==> src/lcdseq_pkg.sv <==
package lcdseq_pkg;

    localparam int ActionW = 2;
    localparam int ByteW   = 8;
    localparam int NibW    = 4;
    localparam int HoldW   = 16;
    localparam int PulseW  = 10;
    localparam int CfgAddrW = 3;
    localparam int CfgDataW = 16;
    localparam int PcW     = 6;

    localparam logic [ActionW-1:0] ActCmd  = 2'd0;
    localparam logic [ActionW-1:0] ActData = 2'd1;
    localparam logic [ActionW-1:0] ActInit = 2'd2;
    localparam logic [ActionW-1:0] ActNone = 2'd3;

    localparam logic [CfgAddrW-1:0] CfgEPulse  = 3'd0;
    localparam logic [CfgAddrW-1:0] CfgCmdWait = 3'd1;
    localparam logic [CfgAddrW-1:0] CfgDataWait = 3'd2;
    localparam logic [CfgAddrW-1:0] CfgLongWait = 3'd3;
    localparam logic [CfgAddrW-1:0] CfgPowerWait = 3'd4;

    localparam logic [PulseW-1:0] EPulseRst    = 10'd25;
    localparam logic [HoldW-1:0]  CmdWaitRst   = 16'd39;
    localparam logic [HoldW-1:0]  DataWaitRst  = 16'd43;
    localparam logic [HoldW-1:0]  LongWaitRst  = 16'd1600;
    localparam logic [HoldW-1:0]  PowerWaitRst = 16'd40000;

    // nibble source
    localparam logic [1:0] NibConst = 2'd0;
    localparam logic [1:0] NibHigh  = 2'd1;
    localparam logic [1:0] NibLow   = 2'd2;

    // hold source
    localparam logic [2:0] HoldZero  = 3'd0;
    localparam logic [2:0] HoldPulse = 3'd1;
    localparam logic [2:0] HoldPower = 3'd2;
    localparam logic [2:0] HoldCmd   = 3'd3;
    localparam logic [2:0] HoldLong  = 3'd4;
    localparam logic [2:0] HoldByte  = 3'd5;

    localparam logic [PcW-1:0] EntryByte = 6'd0;
    localparam logic [PcW-1:0] EntryInit = 6'd6;
    localparam logic [PcW-1:0] UcodeLast = 6'd33;

    typedef struct packed {
        logic [1:0]      nib_sel;
        logic [NibW-1:0] nib_const;
        logic            en;
        logic [2:0]      hold_sel;
        logic            last;
    } ucode_t;

    typedef struct packed {
        logic             fire;
        ucode_t           word;
        logic [ByteW-1:0] byte_val;
        logic             rs;
    } step_ctl_t;

    function automatic ucode_t uw(input logic [1:0] sel, input logic [NibW-1:0] nib,
                                  input logic en, input logic [2:0] hold,
                                  input logic last);
        ucode_t w;
        w.nib_sel   = sel;
        w.nib_const = nib;
        w.en        = en;
        w.hold_sel  = hold;
        w.last      = last;
        return w;
    endfunction

    function automatic ucode_t ucode_rom(input logic [PcW-1:0] pc);
        ucode_t w;
        case (pc)
            // byte program
            6'd0:  w = uw(NibHigh, 4'h0, 1'b0, HoldZero, 1'b0);
            6'd1:  w = uw(NibHigh, 4'h0, 1'b1, HoldPulse, 1'b0);
            6'd2:  w = uw(NibHigh, 4'h0, 1'b0, HoldZero, 1'b0);
            6'd3:  w = uw(NibLow, 4'h0, 1'b0, HoldZero, 1'b0);
            6'd4:  w = uw(NibLow, 4'h0, 1'b1, HoldPulse, 1'b0);
            6'd5:  w = uw(NibLow, 4'h0, 1'b0, HoldByte, 1'b1);
            // init program
            6'd6:  w = uw(NibConst, 4'h0, 1'b0, HoldPower, 1'b0);
            6'd7:  w = uw(NibConst, 4'h2, 1'b0, HoldZero, 1'b0);
            6'd8:  w = uw(NibConst, 4'h2, 1'b1, HoldPulse, 1'b0);
            6'd9:  w = uw(NibConst, 4'h2, 1'b0, HoldZero, 1'b0);
            6'd10: w = uw(NibConst, 4'h2, 1'b0, HoldZero, 1'b0);
            6'd11: w = uw(NibConst, 4'h2, 1'b1, HoldPulse, 1'b0);
            6'd12: w = uw(NibConst, 4'h2, 1'b0, HoldZero, 1'b0);
            6'd13: w = uw(NibConst, 4'h8, 1'b0, HoldZero, 1'b0);
            6'd14: w = uw(NibConst, 4'h8, 1'b1, HoldPulse, 1'b0);
            6'd15: w = uw(NibConst, 4'h8, 1'b0, HoldCmd, 1'b0);
            6'd16: w = uw(NibConst, 4'h0, 1'b0, HoldZero, 1'b0);
            6'd17: w = uw(NibConst, 4'h0, 1'b1, HoldPulse, 1'b0);
            6'd18: w = uw(NibConst, 4'h0, 1'b0, HoldZero, 1'b0);
            6'd19: w = uw(NibConst, 4'h8, 1'b0, HoldZero, 1'b0);
            6'd20: w = uw(NibConst, 4'h8, 1'b1, HoldPulse, 1'b0);
            6'd21: w = uw(NibConst, 4'h8, 1'b0, HoldCmd, 1'b0);
            6'd22: w = uw(NibConst, 4'h0, 1'b0, HoldZero, 1'b0);
            6'd23: w = uw(NibConst, 4'h0, 1'b1, HoldPulse, 1'b0);
            6'd24: w = uw(NibConst, 4'h0, 1'b0, HoldZero, 1'b0);
            6'd25: w = uw(NibConst, 4'h1, 1'b0, HoldZero, 1'b0);
            6'd26: w = uw(NibConst, 4'h1, 1'b1, HoldPulse, 1'b0);
            6'd27: w = uw(NibConst, 4'h1, 1'b0, HoldLong, 1'b0);
            6'd28: w = uw(NibConst, 4'h0, 1'b0, HoldZero, 1'b0);
            6'd29: w = uw(NibConst, 4'h0, 1'b1, HoldPulse, 1'b0);
            6'd30: w = uw(NibConst, 4'h0, 1'b0, HoldZero, 1'b0);
            6'd31: w = uw(NibConst, 4'h6, 1'b0, HoldZero, 1'b0);
            6'd32: w = uw(NibConst, 4'h6, 1'b1, HoldPulse, 1'b0);
            6'd33: w = uw(NibConst, 4'h6, 1'b0, HoldCmd, 1'b1);
            default: w = uw(NibConst, 4'h0, 1'b0, HoldZero, 1'b1);
        endcase
        return w;
    endfunction

endpackage

==> src/lcdseq_sequencer.sv <==
module lcdseq_sequencer (
    input  logic                              aclk,
    input  logic                              aresetn,
    input  logic                              req_valid,
    input  logic [lcdseq_pkg::ActionW-1:0]    req_action,
    input  logic [lcdseq_pkg::ByteW-1:0]      req_byte,
    output logic                              req_ready,
    input  logic                              slot_free,
    output lcdseq_pkg::step_ctl_t             ctl
);

    logic                          busy_reg, busy_next;
    logic [lcdseq_pkg::PcW-1:0]    pc_reg, pc_next;
    logic [lcdseq_pkg::ByteW-1:0]  byte_reg, byte_next;
    logic                          rs_reg, rs_next;
    logic                          accept;
    lcdseq_pkg::ucode_t            word;

    assign req_ready = !busy_reg;
    assign accept    = req_valid && !busy_reg;
    assign word      = lcdseq_pkg::ucode_rom(pc_reg);

    assign ctl.fire     = busy_reg && slot_free;
    assign ctl.word     = word;
    assign ctl.byte_val = byte_reg;
    assign ctl.rs       = rs_reg;

    always_comb begin
        busy_next = busy_reg;
        pc_next   = pc_reg;
        byte_next = byte_reg;
        rs_next   = rs_reg;
        if (accept) begin
            byte_next = req_byte;
            case (req_action)
                lcdseq_pkg::ActCmd: begin
                    busy_next = 1'b1;
                    pc_next   = lcdseq_pkg::EntryByte;
                    rs_next   = 1'b0;
                end
                lcdseq_pkg::ActData: begin
                    busy_next = 1'b1;
                    pc_next   = lcdseq_pkg::EntryByte;
                    rs_next   = 1'b1;
                end
                lcdseq_pkg::ActInit: begin
                    busy_next = 1'b1;
                    pc_next   = lcdseq_pkg::EntryInit;
                    rs_next   = 1'b0;
                end
                default: begin
                    busy_next = 1'b0;
                end
            endcase
        end else if (ctl.fire) begin
            if (word.last) begin
                busy_next = 1'b0;
            end else begin
                pc_next = pc_reg + {{(lcdseq_pkg::PcW-1){1'b0}}, 1'b1};
            end
        end
    end

    always_ff @(posedge aclk) begin
        if (!aresetn) begin
            busy_reg <= 1'b0;
            pc_reg   <= lcdseq_pkg::EntryByte;
        end else begin
            busy_reg <= busy_next;
            pc_reg   <= pc_next;
        end
        byte_reg <= byte_next;
        rs_reg   <= rs_next;
    end

    a_pc_in_rom: assert property (@(posedge aclk) disable iff (!aresetn)
        busy_reg |-> pc_reg <= lcdseq_pkg::UcodeLast)
        else $error("step counter ran past the program");

    a_last_ends: assert property (@(posedge aclk) disable iff (!aresetn)
        ctl.fire && word.last |=> !busy_reg)
        else $error("sequencer still busy after last step");

    a_unused_action: assert property (@(posedge aclk) disable iff (!aresetn)
        accept && req_action == lcdseq_pkg::ActNone |=> !busy_reg)
        else $error("unused action started a program");

    a_init_no_rs: assert property (@(posedge aclk) disable iff (!aresetn)
        busy_reg && pc_reg >= lcdseq_pkg::EntryInit |-> !rs_reg)
        else $error("RS set during init program");

endmodule

==> src/lcdseq_datapath.sv <==
module lcdseq_datapath (
    input  logic                               aclk,
    input  logic                               aresetn,
    input  logic                               cfg_we,
    input  logic [lcdseq_pkg::CfgAddrW-1:0]    cfg_addr,
    input  logic [lcdseq_pkg::CfgDataW-1:0]    cfg_wdata,
    input  lcdseq_pkg::step_ctl_t              ctl,
    input  logic                               out_ready,
    output logic                               slot_free,
    output logic                               out_valid,
    output logic [lcdseq_pkg::NibW-1:0]        out_nibble,
    output logic                               out_rs,
    output logic                               out_en,
    output logic [lcdseq_pkg::HoldW-1:0]       out_hold,
    output logic                               out_last
);

    logic [lcdseq_pkg::PulseW-1:0] e_pulse_reg;
    logic [lcdseq_pkg::HoldW-1:0]  cmd_wait_reg;
    logic [lcdseq_pkg::HoldW-1:0]  data_wait_reg;
    logic [lcdseq_pkg::HoldW-1:0]  long_wait_reg;
    logic [lcdseq_pkg::HoldW-1:0]  power_wait_reg;

    logic                          valid_reg, valid_next;
    logic [lcdseq_pkg::NibW-1:0]   nib_reg, nib_next;
    logic                          rs_reg;
    logic                          en_reg;
    logic [lcdseq_pkg::HoldW-1:0]  hold_reg, hold_next;
    logic                          last_reg;
    logic [lcdseq_pkg::HoldW-1:0]  byte_wait;

    assign slot_free = !valid_reg || out_ready;

    always_comb begin
        if (ctl.rs) begin
            byte_wait = data_wait_reg;
        end else if (ctl.byte_val >= 8'd1 && ctl.byte_val <= 8'd3) begin
            byte_wait = long_wait_reg;
        end else begin
            byte_wait = cmd_wait_reg;
        end
    end

    always_comb begin
        case (ctl.word.nib_sel)
            lcdseq_pkg::NibHigh: nib_next = ctl.byte_val[7:4];
            lcdseq_pkg::NibLow:  nib_next = ctl.byte_val[3:0];
            default:             nib_next = ctl.word.nib_const;
        endcase
        case (ctl.word.hold_sel)
            lcdseq_pkg::HoldPulse: hold_next = {{(lcdseq_pkg::HoldW-lcdseq_pkg::PulseW){1'b0}},
                                                e_pulse_reg};
            lcdseq_pkg::HoldPower: hold_next = power_wait_reg;
            lcdseq_pkg::HoldCmd:   hold_next = cmd_wait_reg;
            lcdseq_pkg::HoldLong:  hold_next = long_wait_reg;
            lcdseq_pkg::HoldByte:  hold_next = byte_wait;
            default:               hold_next = '0;
        endcase
        valid_next = ctl.fire || (valid_reg && !out_ready);
    end

    always_ff @(posedge aclk) begin
        if (!aresetn) begin
            e_pulse_reg    <= lcdseq_pkg::EPulseRst;
            cmd_wait_reg   <= lcdseq_pkg::CmdWaitRst;
            data_wait_reg  <= lcdseq_pkg::DataWaitRst;
            long_wait_reg  <= lcdseq_pkg::LongWaitRst;
            power_wait_reg <= lcdseq_pkg::PowerWaitRst;
            valid_reg      <= 1'b0;
        end else begin
            valid_reg <= valid_next;
            if (cfg_we) begin
                case (cfg_addr)
                    lcdseq_pkg::CfgEPulse:    e_pulse_reg    <= cfg_wdata[lcdseq_pkg::PulseW-1:0];
                    lcdseq_pkg::CfgCmdWait:   cmd_wait_reg   <= cfg_wdata;
                    lcdseq_pkg::CfgDataWait:  data_wait_reg  <= cfg_wdata;
                    lcdseq_pkg::CfgLongWait:  long_wait_reg  <= cfg_wdata;
                    lcdseq_pkg::CfgPowerWait: power_wait_reg <= cfg_wdata;
                    default: ;
                endcase
            end
        end
        if (ctl.fire) begin
            nib_reg  <= nib_next;
            rs_reg   <= ctl.rs;
            en_reg   <= ctl.word.en;
            hold_reg <= hold_next;
            last_reg <= ctl.word.last;
        end
    end

    assign out_valid  = valid_reg;
    assign out_nibble = nib_reg;
    assign out_rs     = rs_reg;
    assign out_en     = en_reg;
    assign out_hold   = hold_reg;
    assign out_last   = last_reg;

endmodule

==> src/char_lcd_nibble_write_sequencer_unit.sv <==
// Character LCD 4-bit bus sequencer. A request asks for a command byte
// (tuser 0), a data byte (tuser 1) or the power-on init sequence (tuser 2);
// tuser 3 is taken and ignored. Each result is one pin state with the time
// to hold it. Command and data requests give 6 results, init gives 28, one
// result per cycle while the output is taken. A small microcode table and
// step counter drive the steps; a new request is accepted once the previous
// program has handed its last step to the output register. Timing registers
// are to be written through cfg_we/cfg_addr/cfg_wdata only while idle by the
// user; the block itself does not enforce this.
module char_lcd_nibble_write_sequencer_unit (
    input  logic        aclk,
    input  logic        aresetn,
    input  logic        s_tvalid,
    output logic        s_tready,
    input  logic [7:0]  s_tdata,   // [7:0] byte_value
    input  logic [1:0]  s_tuser,   // [1:0] action
    output logic        m_tvalid,
    input  logic        m_tready,
    output logic [23:0] m_tdata,   // [3:0] bus_nibble, [4] enable_line, [20:5] hold_us
    output logic        m_tuser,   // [0] reg_select
    output logic        m_tlast,
    input  logic        cfg_we,
    input  logic [2:0]  cfg_addr,
    input  logic [15:0] cfg_wdata
);

    lcdseq_pkg::step_ctl_t          ctl;
    logic                           slot_free;
    logic [lcdseq_pkg::NibW-1:0]    nibble;
    logic                           enable;
    logic [lcdseq_pkg::HoldW-1:0]   hold;

    lcdseq_sequencer u_seq (
        .aclk       (aclk),
        .aresetn    (aresetn),
        .req_valid  (s_tvalid),
        .req_action (s_tuser),
        .req_byte   (s_tdata),
        .req_ready  (s_tready),
        .slot_free  (slot_free),
        .ctl        (ctl)
    );

    lcdseq_datapath u_dp (
        .aclk       (aclk),
        .aresetn    (aresetn),
        .cfg_we     (cfg_we),
        .cfg_addr   (cfg_addr),
        .cfg_wdata  (cfg_wdata),
        .ctl        (ctl),
        .out_ready  (m_tready),
        .slot_free  (slot_free),
        .out_valid  (m_tvalid),
        .out_nibble (nibble),
        .out_rs     (m_tuser),
        .out_en     (enable),
        .out_hold   (hold),
        .out_last   (m_tlast)
    );

    assign m_tdata = {3'b000, hold, enable, nibble};

endmodule
==> config.mk <==
export PLATFORM = sky130hd
export DESIGN_NAME = char_lcd_nibble_write_sequencer_unit
export DESIGN_NICKNAME = d
export VERILOG_FILES = /design/src/lcdseq_pkg.sv /design/src/lcdseq_sequencer.sv /design/src/lcdseq_datapath.sv /design/src/char_lcd_nibble_write_sequencer_unit.sv
export SDC_FILE = /design/constraint.sdc
export NUM_CORES = 1
export LEC_CHECK = 0
export BUFFER_PORTS_ARGS = -buffer_cell sky130_fd_sc_hd__buf_2
export CORE_ASPECT_RATIO = 0.6
export CORE_MARGIN = 2
export CORE_UTILIZATION = 35
export DETAILED_ROUTE_END_ITERATION = 10
export HOLD_SLACK_MARGIN = 0.15
export MAX_ROUTING_LAYER = met4
export PLACE_DENSITY = 0.49
export SLEW_MARGIN = 20
export SYNTH_ARGS = -nofsm -noshare
export SYNTH_HDL_FRONTEND = slang
export SYNTH_HIERARCHICAL = 1
export SYNTH_SLANG_ARGS = --single-unit
==> constraint.sdc <==
create_clock -name aclk -period 2.49 [get_ports aclk]
set_input_delay 0.249 -clock aclk [delete_from_list [all_inputs] [get_ports aclk]]
set_output_delay 0.249 -clock aclk [all_outputs]
set_load 0.005 [all_outputs]
# Yosys cells after proc, flatten, opt, wreduce, memory -nomap -nowiden
# Memory sizes are Yosys's and may differ from the RTL's. A register that Yosys moved wholly into a read port is not among the register bits.
# Index checks and enable logic that the tools add are counted.
classes:
  multipliers: 0
  n_lt_le_gt_ge: 2
  bitwise: 0
  shift: 0
  div: 0
  mux: 15
  reduce_logical: 25
  eq_ne: 15
  add_sub_neg: 1
ops:
  columns: ["operator", "count"]
  rows:
  - ["case mux 16 bit (5 select lines)", 1]
  - ["2-to-1 mux 16 bit", 2]
  - ["2-to-1 mux 6 bit", 5]
  - ["AND reduction 2 bit", 7]
  - ["equality test 3 x 2 -> 1 bit, second input constant", 4]
  - ["case mux 6 bit (2 select lines)", 1]
  - ["equality test 3 bit, second input constant", 3]
  - ["greater-or-equal comparator 8 x 1 -> 1 bit, second input constant", 1]
  - ["<= comparator 8 x 2 -> 1 bit, second input constant", 1]
  - ["case mux 4 bit (2 select lines)", 1]
  - ["adder 6 x 1 -> 6 bit, second input constant", 1]
  - ["equality test 3 x 1 -> 1 bit, second input constant", 2]
  - ["nonzero test 2 bit", 3]
  - ["equality test 2 x 1 -> 1 bit, second input constant", 2]
  - ["equality test 2 bit, second input constant", 2]
  - ["logical AND 1 bit", 4]
  - ["2-to-1 mux 1 bit", 4]
  - ["OR reduction 2 bit", 2]
  - ["logical NOT 1 bit", 3]
  - ["logical NOT 3 bit", 1]
  - ["inequality test 3 bit, second input constant", 1]
  - ["AND reduction 3 bit", 1]
  - ["OR reduction 3 bit", 1]
  - ["logical NOT 2 bit", 1]
  - ["3 further kinds", 4]
totals:
  output_inout_bits: 28
  latch_bits: 0
  wordCells: 74
  register_bits: 114
  input_bits: 34
  mem_bits_rw: 0
  memories: 1
  mem_bits_ro: 704
memory_table:
  columns: ["memory", "words", "width", "read_ports", "rd_clocked_by_memory_dff", "wr", "line", "text"]
  rows:
  - ["(name not given)", 64, 11, 1, 1, 0, "lcdseq_pkg.sv:75", "case (pc)"]

# Depth between registers and ports, before layout
# Gate-level depths: netlist of run 1.
depth:
  ltp_word: 7
  mapped_depth: 11
  ltp_nobuf: 11

# By module
# The synthesis of run 1 kept the hierarchy.
by_module_without_submodules:
  columns: ["module", "area_per_inst_um2", "instances", "cells_per_inst", "seq_area_each_um2"]
  rows:
  - ["lcdseq_datapath", 4568.1, 1, 521, 2192.1]
  - ["lcdseq_sequencer", 1511.4, 1, 153, 630.6]
  - ["char_lcd_nibble_write_sequencer_unit", 33.8, 1, 5, 0.0]

# Least setup slack after synthesis of run 1
# OpenSTA, ideal clock, no wires.
synth_path:
  path_type: "register to register"
  start: "register u_dp.valid_reg, in the netlist u_dp/out_valid"
  end: "register, netlist name u_seq/word[4]"
  arrival_time_ns: 2.188
  setup_slack_ns: 0.181
  required_time_ns: 2.369
  stages_incl_launch_ff: 9
  setup_time_ns: 0.121
  n_path_buf: 0
  period_less_slack_ns: 2.309
  cell_sequence: "dfxtp_1 -> nand2b_1 -> and2_2 -> nand3b_1 -> a32o_2 -> nand2_4 -> mux4_2 -> a22oi_2 -> o21ai_1"
synth_rtl:
  columns: ["element", "line", "text"]
  rows:
  - ["start: declaration", "lcdseq_datapath.sv:24", "logic valid_reg, valid_next;"]
  - ["start signal: assignment", "lcdseq_datapath.sv:71", "valid_reg <= valid_next;"]

# Worst setup path after layout of run 1
layout_path:
  start: "register u_dp.valid_reg, in the netlist u_dp/out_valid"
  end: "register, netlist name u_seq/word[4]"
layout_via:
  elab_chain_cells: 7
layout_rtl:
  columns: ["element", "line", "text"]
  rows:
  - ["logical NOT 1 bit", "lcdseq_datapath.sv:32", "assign slot_free = !valid_reg || out_ready;"]
  - ["logical OR 1 bit", "lcdseq_datapath.sv:32", null]
  - ["net slot_free", "char_lcd_nibble_write_sequencer_unit.sv:28", "logic slot_free;"]
  - ["logical AND 1 bit", "lcdseq_sequencer.sv:23", "assign ctl.fire = busy_reg && slot_free;"]
  - ["nonzero test 2 bit (no source line)", null, null]
  - ["AND reduction 3 bit (no source line)", null, null]
  - ["2-to-1 mux 6 bit (no source line) (2 in series)", null, null]
# The timed path passes the listed nets, and every way through them passes these cells.
# A chain may end at the register's enable or synchronous reset.

==> results of run 1 <==
## Yosys cell counts, types with 8 or more instances
cell type	n
nor2b_1	8
ha_1	10
a21boi_0	56
nand2_1	166
nand3_1	25
a21oi_1	15
nor2_1	50
a22oi_1	15
inv_1	23
clkbuf_1	33
mux2i_1	13
edfxtp_1	32
o211ai_1	10
mux2_2	20
dfxtp_1	93
## worst max-delay path: stages, from the launching register on
cell and delay (ns):
dfxtp_1 0.33, nand2b_1 0.13, nand3b_4 0.16, o21ai_4 0.10, o211ai_1 0.36, inv_1 0.11, ha_1 0.29, mux4_2 0.50
a22oi_2 0.15, o21ai_1 0.10
## power by group
group | total (mW) | leakage (nW) | switching [mW] | internal, mW
sequential | 2.22 | 1.05 | 0.0470 | 2.17
clock | 2.42 | 0.278 | 1.02 | 1.40
combinational | 0.533 | 1.60 | 0.305 | 0.228
total | 5.17 | 2.93 | 1.38 | 3.80
## kinds of logic after synthesis
family	share of synthesized area, %
other	0.0613
muxes	6.18
DFF	46.2
adders and majority gates	2.05
and+or+nand+nor	21.0
buffers and inverters	5.48
xor gates and xnor gates	0.430
AOI/OAI and AO/OA	18.6
## metal layers
layer / part of all wire (%) / vias up / GRT usage (%)
li1: - / 2513 / -
met1: 52 / 2459 / 30.1
met5: 0 / - / -
met4: 1.0 / 0 / 6.31
met2: 39 / 175 / 26.5
met3: 7.3 / 15 / 4.15
## cell type report
cell class | count | share of cell area, %
Tap cell | 234 | 3.89
Timing Repair Buffer | 108 | 9.98
Clock inverter | 13 | 1.53
Multi-Input combinational cell | 484 | 39.6
Inverter | 26 | 1.30
Sequential cell | 125 | 37.5
Clock buffer | 19 | 6.17
## path summary, 6_finish.rpt
check	end	slack, ns	cells past startpoint
worst max-delay path	u_seq/word[4]	0.14	9
worst min register to register	u_dp/out_en	0.41	0
worst max register to register	u_seq/word[4]	0.14	9
worst min-delay path	u_dp/long_wait_reg[7]	0.19	3
## stage by stage
stage | cells | area, sq um | hold slack (ns) | power, mW
global placement | 952 | 6680 | 0.418 | 2.74
CTS | 1008 | 7500 | 0.172 | 5.21
finish | 1009 | 7530 | 0.188 | 5.17
detailed placement | 952 | 6680 | 0.397 | 2.75
global route | 1009 | 7530 | 0.204 | 5.37
floorplan | 681 | 6120 | 0.348 | 2.55
## repair_timing
action	4_1_cts	5_1_grt
gates resized for setup	0	4
endpoints found under the setup margin	0	2
hold endpoints to repair	72	0
hold buffers	24	0
setup buffers	0	1
## placed cells by master (no fill, tap or decap), drive strengths merged, types with 2 or more instances in the layout
master and n:
a22oi 16, buf 84, and3b 2, nand2 168, dfxtp 93, and3 4, clkinvlp 3, nor4 2
o21ai 11, mux2 20, nand3 25, or4 3, o31ai 7, conb 3, dlygate4sd3 24, mux2i 13
nand3b 5, xor2 2, a2bb2oi 7, a21oi 15, nor2b 8, nor3b 2, or3 2, a21boi 57
o221ai 4, clkbuf 19, a21o 5, nor2 50, o211ai 10, inv 36, a221o 6, nor3 2
edfxtp 32, ha 10, and2 4, nand2b 3
==> summary.md, run 1 <==
| Metric | Value |
|---|---|
| Status | `completed` |
| VDD IR max | `0.298 mV` |
| Worst Skew | `0.0132 ns` |
| Crit Path Class | `register to register` |
| Site row count | `37` |
| Worst slack at placement | `0.0376 ns` |
| Worst Path Max Fanout | `7` |
| Layout cells sized above 1 | `20.4%` |
| Headroom to the max-slew limit | `50.3%` |
| Die area | `18600 sq um` |
| Vias in the first global route | `4833` |
| Post-layout net count | `806` |
| Router iterations before antenna repair | `5` |
| Antenna Nets Post-Route | `0` |
| PortBufs | `58` |
| Post-synth ARST share | `0%` |
| Clock Latency Late Sink | `0.42 ns` |
| Synthesized area per cell | `9.00 sq um` |
| GRT overflow | `0` |
| Root buffer cell | `clkbuf_16` |
| DP Wirelength | `11800 um` |
| Synthesis-to-layout area growth | `23.1%` |
| Register area | `2820 sq um` |
| Drt via density | `5.12` |
| Total global routing track utilization | `20.1%` |
| Bufs on Longest Clock Path | `2` |
| Final TNS setup | `0 ns` |
| TritonCTS clock tree | `built` |
| Top FF cell, synth | `dfxtp_1` |
| Slew Viols, Final | `0` |
| RSZ-0062 raised after global routing | `no` |
| Die W | `175 um` |
| Synth unique cells | `69` |
| Kind of end point of the critical path | `register` |
| Seq/Total Area, Yosys | `46.2%` |
| DR DRC count | `0` |
| Avg WL per Cell | `17.7 um` |
| Diode count | `0` |
| Post-synthesis register bit count | `125` |
| Clk slew on worst S/H paths | `0.06 ns` |
| H-tree depth | `4` |
| Post-Route WL | `17800 um` |
| Post-synth top area share | `30.5%` |
| Post-layout util | `43.9%` |
| Cells after Synth | `679` |
| Total core area | `17100 sq um` |
| Min-Delay Path Class | `input pin to register` |
| PwrDens | `687 nW/um^2` |
| Setup ws final | `0.140 ns` |
| Max-cap violation count | `0` |
| Die height | `106 um` |
| Sink Count | `125` |
| Synthesized area | `6110 sq um` |
| Starting density of the core | `35.7%` |
| Fillers | `1684` |
| Reg2Reg Launch Point | `u_dp/out_valid` |
| Final RePlAce weighted congestion | `0.913` |
| Largest net degree at the start of global routing | `76` |
| Lkg Pwr | `2.93 nW` |
| Type of element launching the critical path | `register` |
| Highest Clock Rate | `425 MHz` |
| CP required | `2.78 ns` |
| Hold_sp | `cfg_wdata[7]` |
| Area leader, netlist | `dfxtp_1` |
| Global-route wire length before repair | `27700 um` |
| Data arrival time of the worst path | `2.64 ns` |
| 1st-iter DRT viols | `443` |
| # setup viols final | `0` |
| Synthesis Warnings | `6` |
| Final Hold Viols | `0` |
| I/O pins | `62` |
| Final period util | `94.4%` |
| Least-Margin Pin Slew | `0.746 ns` |
| Total CTS buffers | `17` |
| Area occupied by multi-input gates | `2980 sq um` |
| EDFF count, synth | `32` |
| Initial antenna violation count | `0` |
| Via count | `5162` |
| Tmin final | `2.35 ns` |
| Synth area leaders | `dfxtp_1 30%, edfxtp_1 16%, nand2_1 10%, a21boi_0 6.9%, mux2_2 3.7%` |
| Crit path launch | `u_dp/out_valid` |
(Power assumes the default switching activity.)
==> inputs of run 2 (changes only) <==
--- a/config.mk
+++ b/config.mk
@@ -6,13 +6,16 @@
 export NUM_CORES = 1
 export LEC_CHECK = 0
 export BUFFER_PORTS_ARGS = -buffer_cell sky130_fd_sc_hd__buf_2
+export CAP_MARGIN = 20
+export CELL_PAD_IN_SITES_DETAIL_PLACEMENT = 0
+export CELL_PAD_IN_SITES_GLOBAL_PLACEMENT = 1
 export CORE_ASPECT_RATIO = 0.6
 export CORE_MARGIN = 2
 export CORE_UTILIZATION = 35
 export DETAILED_ROUTE_END_ITERATION = 10
 export HOLD_SLACK_MARGIN = 0.15
 export MAX_ROUTING_LAYER = met4
-export PLACE_DENSITY = 0.49
+export PLACE_DENSITY = 0.61
 export SLEW_MARGIN = 20
 export SYNTH_ARGS = -nofsm -noshare
 export SYNTH_HDL_FRONTEND = slang
==> constraint.sdc (replaced) <==
create_clock -name aclk -period 2.49 [get_ports aclk]
set_input_delay 0.249 -clock aclk [delete_from_list [all_inputs] [get_ports aclk]]
set_output_delay 0.249 -clock aclk [all_outputs]
set_load 0.1 [all_outputs]
==> summary.md, run 2 (synthesis gave the netlist of run 1 again) <==
| Metric | Value |
|---|---|
| Hold_sp | `aresetn` |
| Drt via density | `5.08` |
| Antenna Nets Post-Route | `0` |
| Die area | `18600 sq um` |
| CP bufs+invs | `3` |
| Slew Viols, Final | `0` |
| CP top delay family | `buffers and inverters` |
| Site row count | `37` |
| Synthesis-to-layout area growth | `23.7%` |
| Reg2Reg Launch Point | `u_seq/word[0]` |
| Initial antenna violation count | `0` |
| Largest net degree at the start of global routing | `69` |
| Final Hold Viols | `0` |
| Lkg Pwr | `2.95 nW` |
| Clock Latency Late Sink | `0.41 ns` |
| Final RePlAce weighted congestion | `0.873` |
| Tmin final | `2.38 ns` |
| Fillers | `1706` |
| Worst Path Max Fanout | `5` |
| Worst slack at placement | `0.0180 ns` |
| Root buffer cell | `clkbuf_16` |
| Crit-path max cell delay | `0.52 ns` |
| Global-route wire length before repair | `28300 um` |
| PortBufs | `58` |
| DP Wirelength | `11300 um` |
| Post-layout net count | `812` |
| Sink Count | `125` |
| Hold Path Cell Cnt | `3` |
| Die W | `175 um` |
| Least-Margin Pin Slew | `0.720 ns` |
| DR DRC count | `0` |
| Clk slew on worst S/H paths | `0.06 ns` |
| Status | `completed` |
| Worst Skew | `0.00758 ns` |
| Worst path cell trace | `dlygate4sd3_1 -> buf_2 -> and4bb_2 -> a21oi_1 -> nand2_1 -> o211ai_1 -> buf_4 -> ha_1 -> mux4_2 -> a22oi_2 -> o21ai_1` |
| Most frequent cells in the layout | `166 x nand2_1, 91 x dfxtp_1, 58 x buf_2` |
| Slowest CP cell | `dlygate4sd3_1` |
| PwrDens | `711 nW/um^2` |
| Data arrival time of the worst path | `2.69 ns` |
| Register area | `2830 sq um` |
| VDD IR max | `0.434 mV` |
| Bufs on Longest Clock Path | `2` |
| Total core area | `17100 sq um` |
| Total CTS buffers | `17` |
| R2R depth | `8` |
| R2R setup slack | `0.16 ns` |
| Max-cap violation count | `0` |
| Headroom to the max-slew limit | `51.9%` |
| Total global routing track utilization | `20.4%` |
| Worst Hold End | `u_seq/pc_reg[0]` |
| Avg WL per Cell | `17.3 um` |
| Starting density of the core | `35.7%` |
| Crit Path Class | `input pin to register` |
| Post-Route WL | `17500 um` |
| Highest Clock Rate | `420 MHz` |
| Router iterations before antenna repair | `5` |
| Kind of end point of the critical path | `register` |
| Vias in the first global route | `5018` |
| Worst r2r dst | `u_seq/word[4]` |
| Final period util | `95.7%` |
| TritonCTS clock tree | `built` |
| I/O pins | `62` |
| Die height | `106 um` |
| Min-Delay Path Class | `input pin to register` |
| 1st-iter DRT viols | `558` |
| RSZ-0062 raised after global routing | `no` |
| Commonest non-fill, non-tap cell in the layout | `nand2_1` |
| Setup ws final | `0.107 ns` |
| Via count | `5160` |
| GRT overflow | `0` |
| Diode count | `0` |
| # setup viols final | `0` |
| Final TNS setup | `0 ns` |
| Layout cells sized above 1 | `21.1%` |
| CP required | `2.79 ns` |
| Type of element launching the critical path | `input pin` |
| H-tree depth | `4` |
| Area occupied by multi-input gates | `2980 sq um` |
run 2: layout make-up:
type | count | share of cell area [%]
Timing Repair Buffer | 114 | 10.4
Multi-Input combinational cell | 484 | 39.4
Clock buffer | 18 | 5.81
Clock inverter | 14 | 1.80
Sequential cell | 125 | 37.4
Tap cell | 234 | 3.87
Inverter | 26 | 1.29
run 2: worst max-delay path by stage:
stage | from | endpoint | slack (ns) | cells past startpoint
floorplan | u_dp/out_valid | u_seq/word[4] | 0.007 | 9
finish | s_tuser[0] | u_seq/word[4] | 0.11 | 11
detailed placement | m_tready | u_seq/word[4] | 0.02 | 10
global route | s_tuser[0] | u_seq/word[4] | 0.02 | 11
global placement | m_tready | u_seq/word[4] | 0.1 | 10
CTS | s_tuser[0] | u_seq/word[4] | 0.03 | 11
run 2: through the flow:
step / cell area, sq um / hold slack (ns) / utilization (%) / std cells / total power, mW
floorplan: 6130 / 0.348 / - / 681 / 2.78
CTS: 7530 / 0.169 / 44.0 / 1012 / 5.43
global placement: 6690 / 0.397 / 39.1 / 954 / 2.97
detailed placement: 6690 / 0.396 / 39.1 / 954 / 2.97
global route: 7560 / 0.194 / 44.1 / 1015 / 5.61
finish: 7560 / 0.191 / 44.1 / 1015 / 5.38
run 2: layer usage:
layer	share of wire (%)	track usage, %	vias to the layer above
met5	0	-	-
li1	-	-	2531
met3	6.4	4.94	19
met2	39	27.9	164
met1	53	29.1	2446
met4	1.6	7.32	0
run 2: power breakdown:
part	leakage (nW)	switching, mW	internal, mW	total (mW)
combinational	1.62	0.516	0.234	0.750
sequential	1.05	0.0529	2.17	2.22
clock	0.274	0.987	1.42	2.41
total	2.95	1.56	3.82	5.38
run 2: timing repair:
item / in CTS / in global routing
endpoints found under the setup margin: 0 / 3
hold buffers: 26 / 0
buffers inserted: 0 / 3
gates resized for setup: 0 / 4
hold endpoints to repair: 83 / 0
run 2: tightest hold or removal path: cells and delay by family:
family / cells / cell delay [ns]
buffers and inverters: 1 / 0.14
AO/OA/AOI/OAI: 1 / 0.11
AND/OR/NAND/NOR: 1 / 0.06
==> inputs of run 3 (changes only) <==
--- a/config.mk
+++ b/config.mk
@@ -11,12 +11,11 @@
 export CELL_PAD_IN_SITES_GLOBAL_PLACEMENT = 1
 export CORE_ASPECT_RATIO = 0.6
 export CORE_MARGIN = 2
-export CORE_UTILIZATION = 35
+export CORE_UTILIZATION = 45
 export DETAILED_ROUTE_END_ITERATION = 10
 export HOLD_SLACK_MARGIN = 0.15
 export MAX_ROUTING_LAYER = met4
-export PLACE_DENSITY = 0.61
-export SLEW_MARGIN = 20
+export PLACE_DENSITY = 0.76
 export SYNTH_ARGS = -nofsm -noshare
 export SYNTH_HDL_FRONTEND = slang
 export SYNTH_HIERARCHICAL = 1
==> summary.md, run 3 (synthesis gave the netlist of run 1 again) <==
| Metric | Value |
|---|---|
| Max-cap violation count | `0` |
| Type of element launching the critical path | `register` |
| Worst Skew | `0.00907 ns` |
| Synthesis-to-layout area growth | `23.1%` |
| Die height | `94.3 um` |
| Least-Margin Pin Slew | `0.805 ns` |
| Setup ws final | `0.0751 ns` |
| Final TNS setup | `0 ns` |
| Antenna Nets Post-Route | `0` |
| DP Wirelength | `11100 um` |
| Bufs on Longest Clock Path | `2` |
| Kind of end point of the critical path | `register` |
| Router iterations before antenna repair | `6` |
| DR DRC count | `0` |
| Most frequent cells in the layout | `166 x nand2_1, 92 x dfxtp_1, 58 x buf_2` |
| Root buffer cell | `clkbuf_16` |
| Initial antenna violation count | `0` |
| Slew Viols, Final | `0` |
| Crit Path Class | `register to register` |
| Clk slew on worst S/H paths | `0.06 ns` |
| Data arrival time of the worst path | `2.71 ns` |
| Diode count | `0` |
| Commonest non-fill, non-tap cell in the layout | `nand2_1` |
| Clock Latency Late Sink | `0.41 ns` |
| PortBufs | `58` |
| PwrDens | `773 nW/um^2` |
| Starting density of the core | `46.8%` |
| Highest Clock Rate | `414 MHz` |
| VDD IR max | `0.407 mV` |
| CP required | `2.79 ns` |
| Drt via density | `5.46` |
| Avg WL per Cell | `18.0 um` |
| Worst slack at placement | `0.0532 ns` |
| Via count | `5155` |
| Post-Route WL | `17000 um` |
| Post-layout net count | `805` |
| Final RePlAce weighted congestion | `0.904` |
| Worst path cell trace | `nand2b_4 -> o21ai_4 -> o211ai_1 -> buf_4 -> buf_4 -> ha_1 -> mux4_2 -> a22oi_2 -> o21ai_1` |
| GRT overflow | `0` |
| Global-route wire length before repair | `26800 um` |
| Min-Delay Path Class | `input pin to register` |
| Final period util | `97.0%` |
| Total global routing track utilization | `24.8%` |
| Site row count | `32` |
| I/O pins | `62` |
| # setup viols final | `0` |
| TritonCTS clock tree | `built` |
| Total core area | `13100 sq um` |
| Headroom to the max-slew limit | `46.3%` |
| Tot Pwr | `5.82 mW` |
| Sink Count | `125` |
| Die area | `14600 sq um` |
| H-tree depth | `4` |
| Worst Path Max Fanout | `7` |
| Die W | `154 um` |
| RSZ-0062 raised after global routing | `no` |
| Final Hold Viols | `0` |
| Status | `completed` |
| 1st-iter DRT viols | `451` |
| Crit-path max cell delay | `0.48 ns` |
| Largest net degree at the start of global routing | `76` |
| Most used cell, CP | `buf_4` |
| Layout cells sized above 1 | `19.9%` |
| Lkg Pwr | `2.97 nW` |
| Total CTS buffers | `17` |
| Vias in the first global route | `5000` |
| Tmin final | `2.41 ns` |
| Slowest CP cell | `mux4_2` |
==> run 3: changes by cell type in the layout (fill, tap and decap cells not counted), sizes merged, moves of 3 or more <==
| cell | change |
|---|---|
| inv | -5 |
| dlygate4sd3 | -3 |
| buf | -4 |
| bufinv | +6 |
==> run 3: cell type report <==
type / instances / area, sq um
clock buffer: 17 / 425
clock inverter: 15 / 249
fill: 1101 / 5530
inverter: 26 / 97.6
multi-input combinational: 484 / 2980
sequential: 125 / 2830
tap: 170 / 213
timing repair buffer: 107 / 728
==> run 3: critical path, delay by kind of cell (launching register included) <==
kind,cells,cell delay [ns]
adder cells (fa/ha/maj),1,0.23
AO/OA/AOI/OAI,4,0.68
flip-flops,1,0.36
multiplexers,1,0.48
AND/OR/NAND/NOR,1,0.22
buffers and inverters,2,0.32
==> run 3: stage by stage <==
stage               instances  cell area [sq um]  utilization (%)  hold WS (ns)
CTS                       942               7490             57.4         0.154
global placement          887               6590             50.5         0.416
global route              944               7520             57.6         0.155
detailed placement        887               6590             50.5         0.414
finish                    944               7520             57.6         0.163
floorplan                 681               6130                -         0.348
==> run 3: per-layer routing <==
metal	global-route usage, %	up-vias	share of wire [%]
li1	-	2516	-
met4	7.25	0	0.65
met2	35.1	224	41
met3	4.34	16	8.3
met1	36.2	2399	50
met5	-	-	0
==> run 3: where the power goes <==
group | switching (mW) | internal, mW
registers | 0.0469 | 2.17
logic | 0.524 | 0.225
clock network | 0.893 | 1.96
total | 1.46 | 4.35
==> run 3: timing repair <==
| action | in CTS | in global routing |
|---|---|---|
| resized for setup | 0 | 2 |
| hold endpoints to repair | 64 | 0 |
| setup endpoints to repair | 0 | 2 |
| setup buffers | 0 | 2 |
| hold buffers | 23 | 0 |
==> run 3: worst paths after layout <==
check / slack, ns / start / cells after the start / to
worst min-delay path: 0.16 / cfg_wdata[7] / 3 / u_dp/long_wait_reg[7]
worst max-delay path: 0.08 / u_seq/busy_reg / 9 / u_seq/word[4]
worst min register to register: 0.43 / u_seq/word[4] / 0 / u_dp/out_en
worst max register to register: 0.08 / u_seq/busy_reg / 9 / u_seq/word[4]
